**src/hw/rtl/bsdt_pkg.sv**
```systemverilog
// -----------------------------------------------------------------------------
// bsdt_pkg
// Shared constants and helpers for the scan device table.
// -----------------------------------------------------------------------------
package bsdt_pkg;

  localparam int unsigned TableDepthDefault = 32;
  localparam int unsigned NameMaxDefault    = 20;
  localparam int unsigned AdvMaxDefault     = 255;

  localparam logic [7:0] AdTypeNameFull  = 8'h09;
  localparam logic [7:0] AdTypeNameShort = 8'h08;

  localparam int unsigned PrefixCount = 6;
  localparam int unsigned PrefixMax   = 8;

  // Outcome codes of a result.
  localparam logic [1:0] OutUpdated = 2'd0;
  localparam logic [1:0] OutAdded   = 2'd1;
  localparam logic [1:0] OutFull    = 2'd2;
  localparam logic [1:0] OutCleared = 2'd3;

  // Parser phases.
  localparam logic [2:0] PhLen  = 3'd0;
  localparam logic [2:0] PhType = 3'd1;
  localparam logic [2:0] PhName = 3'd2;
  localparam logic [2:0] PhSkip = 3'd3;
  localparam logic [2:0] PhStop = 3'd4;

  typedef struct packed {
    logic       found;
    logic [4:0] idx;
  } bsdt_parse_t;

  // Prefix text, first character in the low byte.
  function automatic logic [8*PrefixMax-1:0] prefix_text(input logic [2:0] sel);
    logic [8*PrefixMax-1:0] t;
    case (sel)
      3'd0: t = 64'h0000_0035_302D_4348;    // HC-05
      3'd1: t = 64'h0000_0036_302D_4348;    // HC-06
      3'd2: t = 64'h0000_412D_3134_4343;    // CC41-A
      3'd3: t = 64'h0000_0000_2D59_444A;    // JDY-
      3'd4: t = 64'h6761_5474_7261_6D53;    // SmartTag
      3'd5: t = 64'h0000_0000_656C_6954;    // Tile
      default: t = '0;
    endcase
    return t;
  endfunction

  function automatic logic [3:0] prefix_len(input logic [2:0] sel);
    logic [3:0] l;
    case (sel)
      3'd0, 3'd1: l = 4'd5;
      3'd2:       l = 4'd6;
      3'd3, 3'd5: l = 4'd4;
      3'd4:       l = 4'd8;
      default:    l = 4'd15;
    endcase
    return l;
  endfunction

endpackage

```
**src/hw/rtl/bsdt_parser.sv**
```systemverilog
// -----------------------------------------------------------------------------
// bsdt_parser
// Walks the AD structures byte by byte and captures the first local name.
// -----------------------------------------------------------------------------
module bsdt_parser import bsdt_pkg::*; #(
  parameter int unsigned NameMax = NameMaxDefault,
  parameter int unsigned AdvMax  = AdvMaxDefault,
  localparam int unsigned NlW    = $clog2(NameMax + 1)
) (
  input  logic                 clk_i,
  input  logic                 rst_ni,
  input  logic                 clear_i,
  input  logic                 byte_en_i,
  input  logic [7:0]           byte_i,
  output logic [8*NameMax-1:0] name_o,
  output logic [NlW-1:0]       name_len_o
);

  logic [7:0]           pos_q, start_q, flen_q;
  logic [2:0]           phase_q;
  logic [8*NameMax-1:0] name_q;
  logic [NlW-1:0]       clen_q;
  logic                 found_q;
  logic [8:0]           end_pos;

  assign end_pos    = {1'b0, start_q} + {1'b0, flen_q};
  assign name_o     = name_q;
  assign name_len_o = found_q ? clen_q : '0;

  always_ff @(posedge clk_i or negedge rst_ni) begin
    if (!rst_ni) begin
      pos_q <= '0; start_q <= '0; flen_q <= '0; phase_q <= PhLen;
      name_q <= '0; clen_q <= '0; found_q <= 1'b0;
    end else if (clear_i) begin
      pos_q <= '0; start_q <= '0; flen_q <= '0; phase_q <= PhLen;
      name_q <= '0; clen_q <= '0; found_q <= 1'b0;
    end else if (byte_en_i && (32'(pos_q) < AdvMax)) begin
      pos_q <= pos_q + 8'd1;
      case (phase_q)
        PhLen: begin
          if (byte_i == 8'd0) phase_q <= PhStop;
          else begin
            flen_q <= byte_i; start_q <= pos_q; phase_q <= PhType;
          end
        end
        PhType: begin
          if (byte_i == AdTypeNameFull || byte_i == AdTypeNameShort) begin
            clen_q <= '0;
            if (flen_q == 8'd1) begin
              found_q <= 1'b1; phase_q <= PhStop;
            end else phase_q <= PhName;
          end else phase_q <= (flen_q == 8'd1) ? PhLen : PhSkip;
        end
        PhName: begin
          if (32'(clen_q) < NameMax) begin
            name_q[8*clen_q +: 8] <= byte_i;
            clen_q <= clen_q + 1'b1;
          end
          if ({1'b0, pos_q} == end_pos) begin
            found_q <= 1'b1; phase_q <= PhStop;
          end
        end
        PhSkip: begin
          if ({1'b0, pos_q} == end_pos) phase_q <= PhLen;
        end
        default: ;
      endcase
    end
  end

endmodule

```
**src/hw/rtl/ble_scan_device_table_unit.sv**
```systemverilog
// -----------------------------------------------------------------------------
// ble_scan_device_table_unit
// Local-name parser and device table for passive BLE scanning.
// -----------------------------------------------------------------------------
// Usage: drive one item with start while busy is low; it transfers at that
// edge. An advertisement byte that is not last is parsed in its own cycle and
// busy stays low, so such bytes may follow every cycle. A clear item also
// leaves busy low and shows its result (strobe result_valid_o) in the cycle
// after its transfer. A last item raises busy: it first runs the prefix check
// over the captured name, one prefix a cycle for all six prefixes, then walks
// the table through a single address comparator, reading each entry and then
// comparing it. A hit ends the walk early; with no hit every stored entry is
// compared and the item is then added, or reported full if the table is
// full. Busy falls in the cycle after the result. The result is shown for one
// cycle; the receiver cannot stall it. Reset empties the table and the parser;
// table contents are undefined until written and only entries below the fill
// count are ever read.
// -----------------------------------------------------------------------------
module ble_scan_device_table_unit import bsdt_pkg::*; #(
  parameter int unsigned TableDepth = TableDepthDefault,
  parameter int unsigned NameMax    = NameMaxDefault,
  parameter int unsigned AdvMax     = AdvMaxDefault,
  localparam int unsigned IdxW      = (TableDepth > 1) ? $clog2(TableDepth) : 1,
  localparam int unsigned CntW      = $clog2(TableDepth + 1),
  localparam int unsigned NlW       = $clog2(NameMax + 1)
) (
  input  logic              clk_i,
  input  logic              rst_ni,
  input  logic              start,
  output logic              busy,
  input  logic              kind_i,
  input  logic [47:0]       mac_i,
  input  logic signed [7:0] rssi_i,
  input  logic [7:0]        adv_byte_i,
  input  logic              byte_valid_i,
  input  logic              last_i,
  output logic              result_valid_o,
  output logic [4:0]        entry_index_o,
  output logic [1:0]        outcome_o,
  output logic              suspicious_o,
  output logic [4:0]        name_length_o,
  output logic [5:0]        device_count_o
);

  localparam logic [2:0] StIdle = 3'd0;
  localparam logic [2:0] StSusp = 3'd1;
  localparam logic [2:0] StScan = 3'd2;
  localparam logic [2:0] StRead = 3'd3;
  localparam logic [2:0] StDone = 3'd4;

  logic [2:0] state_q, state_d;
  logic       accept, clr, last_acc;
  logic [8*NameMax-1:0] pname;
  logic [NlW-1:0]       plen;

  assign accept   = start && !busy;
  assign clr      = accept && kind_i;
  assign last_acc = accept && !kind_i && last_i;
  assign busy     = (state_q != StIdle);

  bsdt_parser #(.NameMax(NameMax), .AdvMax(AdvMax)) u_parser (
    .clk_i, .rst_ni,
    .clear_i   (clr || (state_q == StDone)),
    .byte_en_i (accept && !kind_i && byte_valid_i),
    .byte_i    (adv_byte_i),
    .name_o    (pname),
    .name_len_o(plen)
  );

  // Table storage.
  logic [47:0]          mem_addr [TableDepth];
  logic [7:0]           mem_rssi [TableDepth];
  logic [8*NameMax-1:0] mem_name [TableDepth];
  logic [NlW-1:0]       mem_nlen [TableDepth];
  logic                 mem_flag [TableDepth];

  logic [CntW-1:0] total_q, scan_q;
  logic [47:0]     mac_q;
  logic [7:0]      rssi_q;
  logic [2:0]      pidx_q;
  logic            susp_q;
  logic [47:0]     rd_addr_q;
  logic [NlW-1:0]  rd_nlen_q;
  logic            rd_flag_q;
  logic [IdxW-1:0] scan_idx;
  logic            pmatch;

  assign scan_idx = scan_q[IdxW-1:0];

  // One prefix compared per cycle.
  always_comb begin
    logic [8*PrefixMax-1:0] t;
    logic [3:0]             l;
    t = prefix_text(pidx_q);
    l = prefix_len(pidx_q);
    pmatch = (32'(plen) >= 32'(l));
    for (int k = 0; k < PrefixMax; k++) begin
      if (k < l) begin
        if (k >= NameMax) pmatch = 1'b0;
        else if (pname[8*(k % NameMax) +: 8] != t[8*k +: 8]) pmatch = 1'b0;
      end
    end
  end

  logic                 res_v_q;
  logic [4:0]           res_idx_q;
  logic [1:0]           res_out_q;
  logic                 res_sus_q;
  logic [4:0]           res_nl_q;
  logic [5:0]           res_cnt_q;

  assign result_valid_o = res_v_q;
  assign entry_index_o  = res_idx_q;
  assign outcome_o      = res_out_q;
  assign suspicious_o   = res_sus_q;
  assign name_length_o  = res_nl_q;
  assign device_count_o = res_cnt_q;

  always_comb begin
    state_d = state_q;
    case (state_q)
      StIdle: if (last_acc) state_d = StSusp;
      StSusp: if (pidx_q == 3'(PrefixCount - 1)) state_d = StScan;
      StScan: state_d = (scan_q < total_q) ? StRead : StDone;
      StRead: state_d = (rd_addr_q == mac_q) ? StDone : StScan;
      StDone: state_d = StIdle;
      default: state_d = StIdle;
    endcase
  end

  always_ff @(posedge clk_i or negedge rst_ni) begin
    if (!rst_ni) begin
      state_q <= StIdle;
      total_q <= '0;
      res_v_q <= 1'b0;
    end else begin
      state_q <= state_d;
      res_v_q <= 1'b0;
      if (clr) begin
        total_q <= '0;
        res_v_q <= 1'b1;
      end else if (state_q == StRead && rd_addr_q == mac_q) begin
        res_v_q <= 1'b1;
      end else if (state_q == StScan && !(scan_q < total_q)) begin
        res_v_q <= 1'b1;
        if (32'(total_q) < TableDepth) total_q <= total_q + 1'b1;
      end
    end
  end

  always_ff @(posedge clk_i) begin
    if (last_acc) begin
      mac_q <= mac_i; rssi_q <= rssi_i;
      pidx_q <= '0; susp_q <= 1'b0; scan_q <= '0;
    end
    if (state_q == StSusp) begin
      if (pmatch) susp_q <= 1'b1;
      pidx_q <= pidx_q + 3'd1;
    end
    if (state_q == StScan && scan_q < total_q) begin
      rd_addr_q <= mem_addr[scan_idx];
      rd_nlen_q <= mem_nlen[scan_idx];
      rd_flag_q <= mem_flag[scan_idx];
    end
    if (state_q == StRead) begin
      if (rd_addr_q == mac_q) begin
        mem_rssi[scan_idx] <= rssi_q;
        res_idx_q <= 5'(scan_q);
        res_out_q <= OutUpdated;
        res_cnt_q <= 6'(total_q);
        if (plen != '0 && rd_nlen_q == '0) begin
          mem_name[scan_idx] <= pname;
          mem_nlen[scan_idx] <= plen;
          mem_flag[scan_idx] <= susp_q;
          res_sus_q <= susp_q;
          res_nl_q  <= 5'(plen);
        end else begin
          res_sus_q <= rd_flag_q;
          res_nl_q  <= 5'(rd_nlen_q);
        end
      end else begin
        scan_q <= scan_q + 1'b1;
      end
    end
    if (state_q == StScan && !(scan_q < total_q)) begin
      if (32'(total_q) < TableDepth) begin
        mem_addr[scan_idx] <= mac_q;
        mem_rssi[scan_idx] <= rssi_q;
        mem_name[scan_idx] <= pname;
        mem_nlen[scan_idx] <= plen;
        mem_flag[scan_idx] <= susp_q && (plen != '0);
        res_idx_q <= 5'(total_q);
        res_out_q <= OutAdded;
        res_sus_q <= susp_q && (plen != '0);
        res_nl_q  <= 5'(plen);
        res_cnt_q <= 6'(total_q + 1'b1);
      end else begin
        res_idx_q <= '0; res_out_q <= OutFull; res_sus_q <= 1'b0;
        res_nl_q <= '0; res_cnt_q <= 6'(total_q);
      end
    end
    if (clr) begin
      res_idx_q <= '0; res_out_q <= OutCleared; res_sus_q <= 1'b0;
      res_nl_q <= '0; res_cnt_q <= '0;
    end
  end

endmodule

```
**config.mk**
```make
export PLATFORM = sky130hd
export DESIGN_NAME = ble_scan_device_table_unit
export DESIGN_NICKNAME = d
export VERILOG_FILES = /design/src/hw/rtl/bsdt_pkg.sv /design/src/hw/rtl/bsdt_parser.sv /design/src/hw/rtl/ble_scan_device_table_unit.sv
export SDC_FILE = /design/constraint.sdc
export NUM_CORES = 2
export LEC_CHECK = 0
export BUFFER_PORTS_ARGS = -buffer_cell sky130_fd_sc_hd__buf_4
export CORE_ASPECT_RATIO = 0.8
export CORE_MARGIN = 5
export CORE_UTILIZATION = 55
export CTS_BUF_LIST = sky130_fd_sc_hd__clkbuf_2 sky130_fd_sc_hd__clkbuf_4 sky130_fd_sc_hd__clkbuf_8
export DETAILED_ROUTE_END_ITERATION = 10
export GPL_TIMING_DRIVEN = 0
export HOLD_SLACK_MARGIN = 0.02
export PLACE_DENSITY_LB_ADDON = 0.3
export SLEW_MARGIN = 20
export SYNTH_ARGS = -nofsm -noshare
export SYNTH_HDL_FRONTEND = slang
export SYNTH_HIERARCHICAL = 1
export SYNTH_SLANG_ARGS = --single-unit
```
**constraint.sdc**
```tcl
create_clock -name clk_i -period 6.1 [get_ports clk_i]
set_clock_uncertainty 0.1 [all_clocks]
set_input_delay 0 -clock clk_i [delete_from_list [all_inputs] [get_ports clk_i]]
set_output_delay 0 -clock clk_i [all_outputs]
set_load 0.005 [all_outputs]
```
==> metrics.md <==
| Metric | Value |
|---|---|
| Slew at the pin with the worst max-slew slack | `between 1 and 1.5 ns` |
| Status | `complete, no violations` |
| Root buffer cell | `sky130_fd_sc_hd__clkbuf_8` |
| Comb power frac | `less than 1%` |
| Smallest hold slack | `~0.1 ns` |
| Total GRT Usage | `between 30 and 40%` |
| Worst-skew pair later-pin latency | `about 1.0 ns` |
| Setup bufs post-CTS | `0` |
| Layout Cells excl Fill | `approximately 6,400` |
| Longest Clk Path Bufs | `4` |
| Placed insts | `5,751` |
| DRT iter0 DRCs | `6,922` |
| Type of the worst min-delay path | `input pin to flip-flop` |
| Total CTS buffers | `about 310` |
| Part of the power in the clock network | `between 40% and 50%` |
| Routed WL | `~220 mm` |
| Grt ovf | `0` |
| Max-cap violations | `0` |
| RSZ-0062 raised after global routing | `no` |
| Effective utilization at floorplan | `55.2%` |
| Maximum number of pins on one net before global-route repair | `between 100 and 150` |
| Setup slack of the critical path after layout | `~0.42 ns` |
| Io pins | `91` |
| IO buf count | `78` |
| Growth of design area from synthesis to finish | `17.1%` |
| Fraction of layout instances using a drive strength above 1 | `27.6%` |
| Number of global-route vias before repair | `between 40,000 and 50,000` |
| Area enclosed by the die boundary | `146,000 um^2` |
| Capturing element type of the critical path | `flip-flop` |
| Highest attainable clock frequency | `176 MHz` |
| Power spent charging and discharging nets | `5.10 mW` |
| Synthesis warning total | `6` |
| Clock Pin Slew Worst Setup and Hold Paths | `~0.07 ns` |
| Power share of the sequential group | `between 50% and 60%` |
| Routed vias | `between 40,000 and 50,000` |
| Post-cts resize count | `0` |
| Detail Route Antenna Nets | `0` |
| CTS H-tree lvls | `5` |
| Max-slew violation count | `0` |
| Average wire per cell in the routed design | `about 34 um` |
| Post-synth design cell area | `76,000 um^2` |
| Setup violators final | `0` |
| CTS tree | `built` |
| Largest driver fanout on the critical path | `33` |
| Pint | `roughly 20 mW` |
| Required time at the endpoint of the critical path | `6.61 ns` |
| Fill count | `around 9,000` |
| Mean post-synth cell area | `between 20 and 25 um^2` |
| Setup WS pre-CTS | `0.524 ns` |
| Headroom to the max-slew limit | `16.8%` |
| Arrival @ worst endpoint | `between 6 and 7 ns` |
| Static power due to leakage | `between 20 and 30 nW` |
| Syn Nets | `between 3,000 and 4,000` |
| Cells after synthesis | `about 3,700` |
| Hold bufs inserted after CTS | `roughly 130` |
| Worst Path Class, Setup | `flip-flop to flip-flop` |
| Routability congestion estimate from global placement | `about 0.9` |
| Ratio of total power to cell area | `about 280 nW/um^2` |
| Placeable core area | `between 100,000 and 150,000 um^2` |
| Minimum clock period | `5.68 ns` |
| Worst voltage drop across the vdd grid | `231 uV` |
| HPWL reported at the end of detailed placement | `140 mm` |
| Remaining DRCs | `0` |
| Global-route wire length before repair | `308 mm` |
| Die outline height | `about 340 um` |
| Switching portion of total power | `20.1%` |
| Number of hold-slack violations in the final timing report | `0` |
| Number of antenna violations at the first check in global routing | `7` |
| Clock sinks | `between 1,500 and 2,000` |
| Post-route clock period utilization | `about 93%` |
| Critical path startpoint category | `flip-flop` |
| Net count reported at finish | `4,441` |
| Via/cell ratio | `approximately 6.7` |
| Die Wd | `426 um` |
| Number of detailed-routing iterations run before antenna repair | `5` |
| # rows | `approximately 120` |
state kept, by name (all words and copies together) (netlist names), 2 cells and up:
register          flops
mem_addr           1536
mem_nlen            160
u_parser/name_o      64
mac_q                48
rd_addr_q            48
mem_flag             32
u_parser/flen_q       8
u_parser/pos_q        8
u_parser/start_q      8
device_count_o        6
scan_q                6
total_q               6
entry_index_o         5
name_length_o         5
rd_nlen_q             5
u_parser/clen_q       5
pidx_q                3
state_q               3
u_parser/phase_q      3
outcome_o             2
cell usage in the layout (no fill, tap or decap), types with 14 or more instances in the layout:
cell and count:
sky130_fd_sc_hd__nand3_1 32, sky130_fd_sc_hd__and2_1 14, sky130_fd_sc_hd__clkbuf_4 102, sky130_fd_sc_hd__clkinv_1 75, sky130_fd_sc_hd__buf_4 81, sky130_fd_sc_hd__a32o_1 15
sky130_fd_sc_hd__buf_2 59, sky130_fd_sc_hd__edfxtp_1 1833, sky130_fd_sc_hd__nor2_1 107, sky130_fd_sc_hd__buf_16 54, sky130_fd_sc_hd__o21ai_0 60, sky130_fd_sc_hd__xnor2_1 64
sky130_fd_sc_hd__a22oi_1 223, sky130_fd_sc_hd__nor2_4 33, sky130_fd_sc_hd__nand4_1 76, sky130_fd_sc_hd__a21oi_1 32, sky130_fd_sc_hd__mux4_2 432, sky130_fd_sc_hd__clkbuf_1 91
sky130_fd_sc_hd__buf_12 54, sky130_fd_sc_hd__a22o_1 35, sky130_fd_sc_hd__o21ai_1 14, sky130_fd_sc_hd__nand2_1 104, sky130_fd_sc_hd__clkbuf_8 322, sky130_fd_sc_hd__ha_1 32
sky130_fd_sc_hd__dfxtp_1 26, sky130_fd_sc_hd__clkinv_2 22, sky130_fd_sc_hd__nor3_1 25, sky130_fd_sc_hd__clkbuf_2 31, sky130_fd_sc_hd__inv_1 26, sky130_fd_sc_hd__dfrtp_1 107
sky130_fd_sc_hd__dlygate4sd3_1 128, sky130_fd_sc_hd__buf_1 17
worst max-delay path: stages (launching register included):
cell,delay (ns)
sky130_fd_sc_hd__edfxtp_1,0.80
sky130_fd_sc_hd__xnor2_1,1.04
sky130_fd_sc_hd__nand4_1,0.31
sky130_fd_sc_hd__nor4_2,0.88
sky130_fd_sc_hd__nand4_2,0.47
sky130_fd_sc_hd__o22ai_1,0.47
sky130_fd_sc_hd__nand2_1,0.46
sky130_fd_sc_hd__nor2_1,0.72
routing by layer:
layer	global-route usage (%)	routed length [um]
met1	43.1	80400
met2	44.6	98000
met3	8.62	29300
met4	11.2	9540
met5	0	74
final timing paths:
check                              start                  end  slack [ns]  cells after the start
max                            mac_q[39]      mem_nlen[18][1]        0.42                      7
min                        adv_byte_i[3]  u_parser/name_o[35]        0.10                      6
max reg2reg                    mac_q[39]      mem_nlen[18][1]        0.42                      7
min reg2reg                 outcome_o[0]         outcome_o[0]        0.36                      1
max in group asynchronous         rst_ni  u_parser/name_o[43]        4.81                      5
min in group asynchronous         rst_ni  u_parser/start_q[0]        0.58                      5
power groups by stage:
stage	clock [mW]	combinational (mW)	sequential, mW
3_5_place_dp	0	0.0629	14.8
5_1_grt	11.5	0.138	14.5
2_1_floorplan	0	0.00610	14.8
6_report	10.7	0.129	14.5
4_1_cts	10.8	0.128	14.5
3_3_place_gp	0	0.0632	14.8
per-stage QoR:
| step | TNS (ns) | util, % | power, mW | cell area [um^2] |
|---|---|---|---|---|
| 2_1_floorplan | 0 | - | 14.8 | 76000 |
| 3_3_place_gp | -3203.27 | 57.3 | 14.9 | 78900 |
| 3_5_place_dp | 0 | 59.4 | 14.9 | 81800 |
| 4_1_cts | 0 | 64.5 | 25.4 | 88900 |
| 5_1_grt | 0 | 64.6 | 26.1 | 89000 |
| 6_report | 0 | 64.6 | 25.4 | 89000 |
cell type report:
cell class	count	area [um^2]	area share, %
Multi-Input combinational cell	1505	17100	19.2
Sequential cell	1966	58200	65.4
Tap cell	1860	2330	2.61
Inverter	30	118	0.132
Clock inverter	110	583	0.655
Antenna cell	7	17.5	0.0197
Buffer	201	886	0.995
Clock buffer	424	5200	5.84
Timing Repair Buffer	322	4520	5.08
Note: power is estimated with default switching activity, not from simulation.
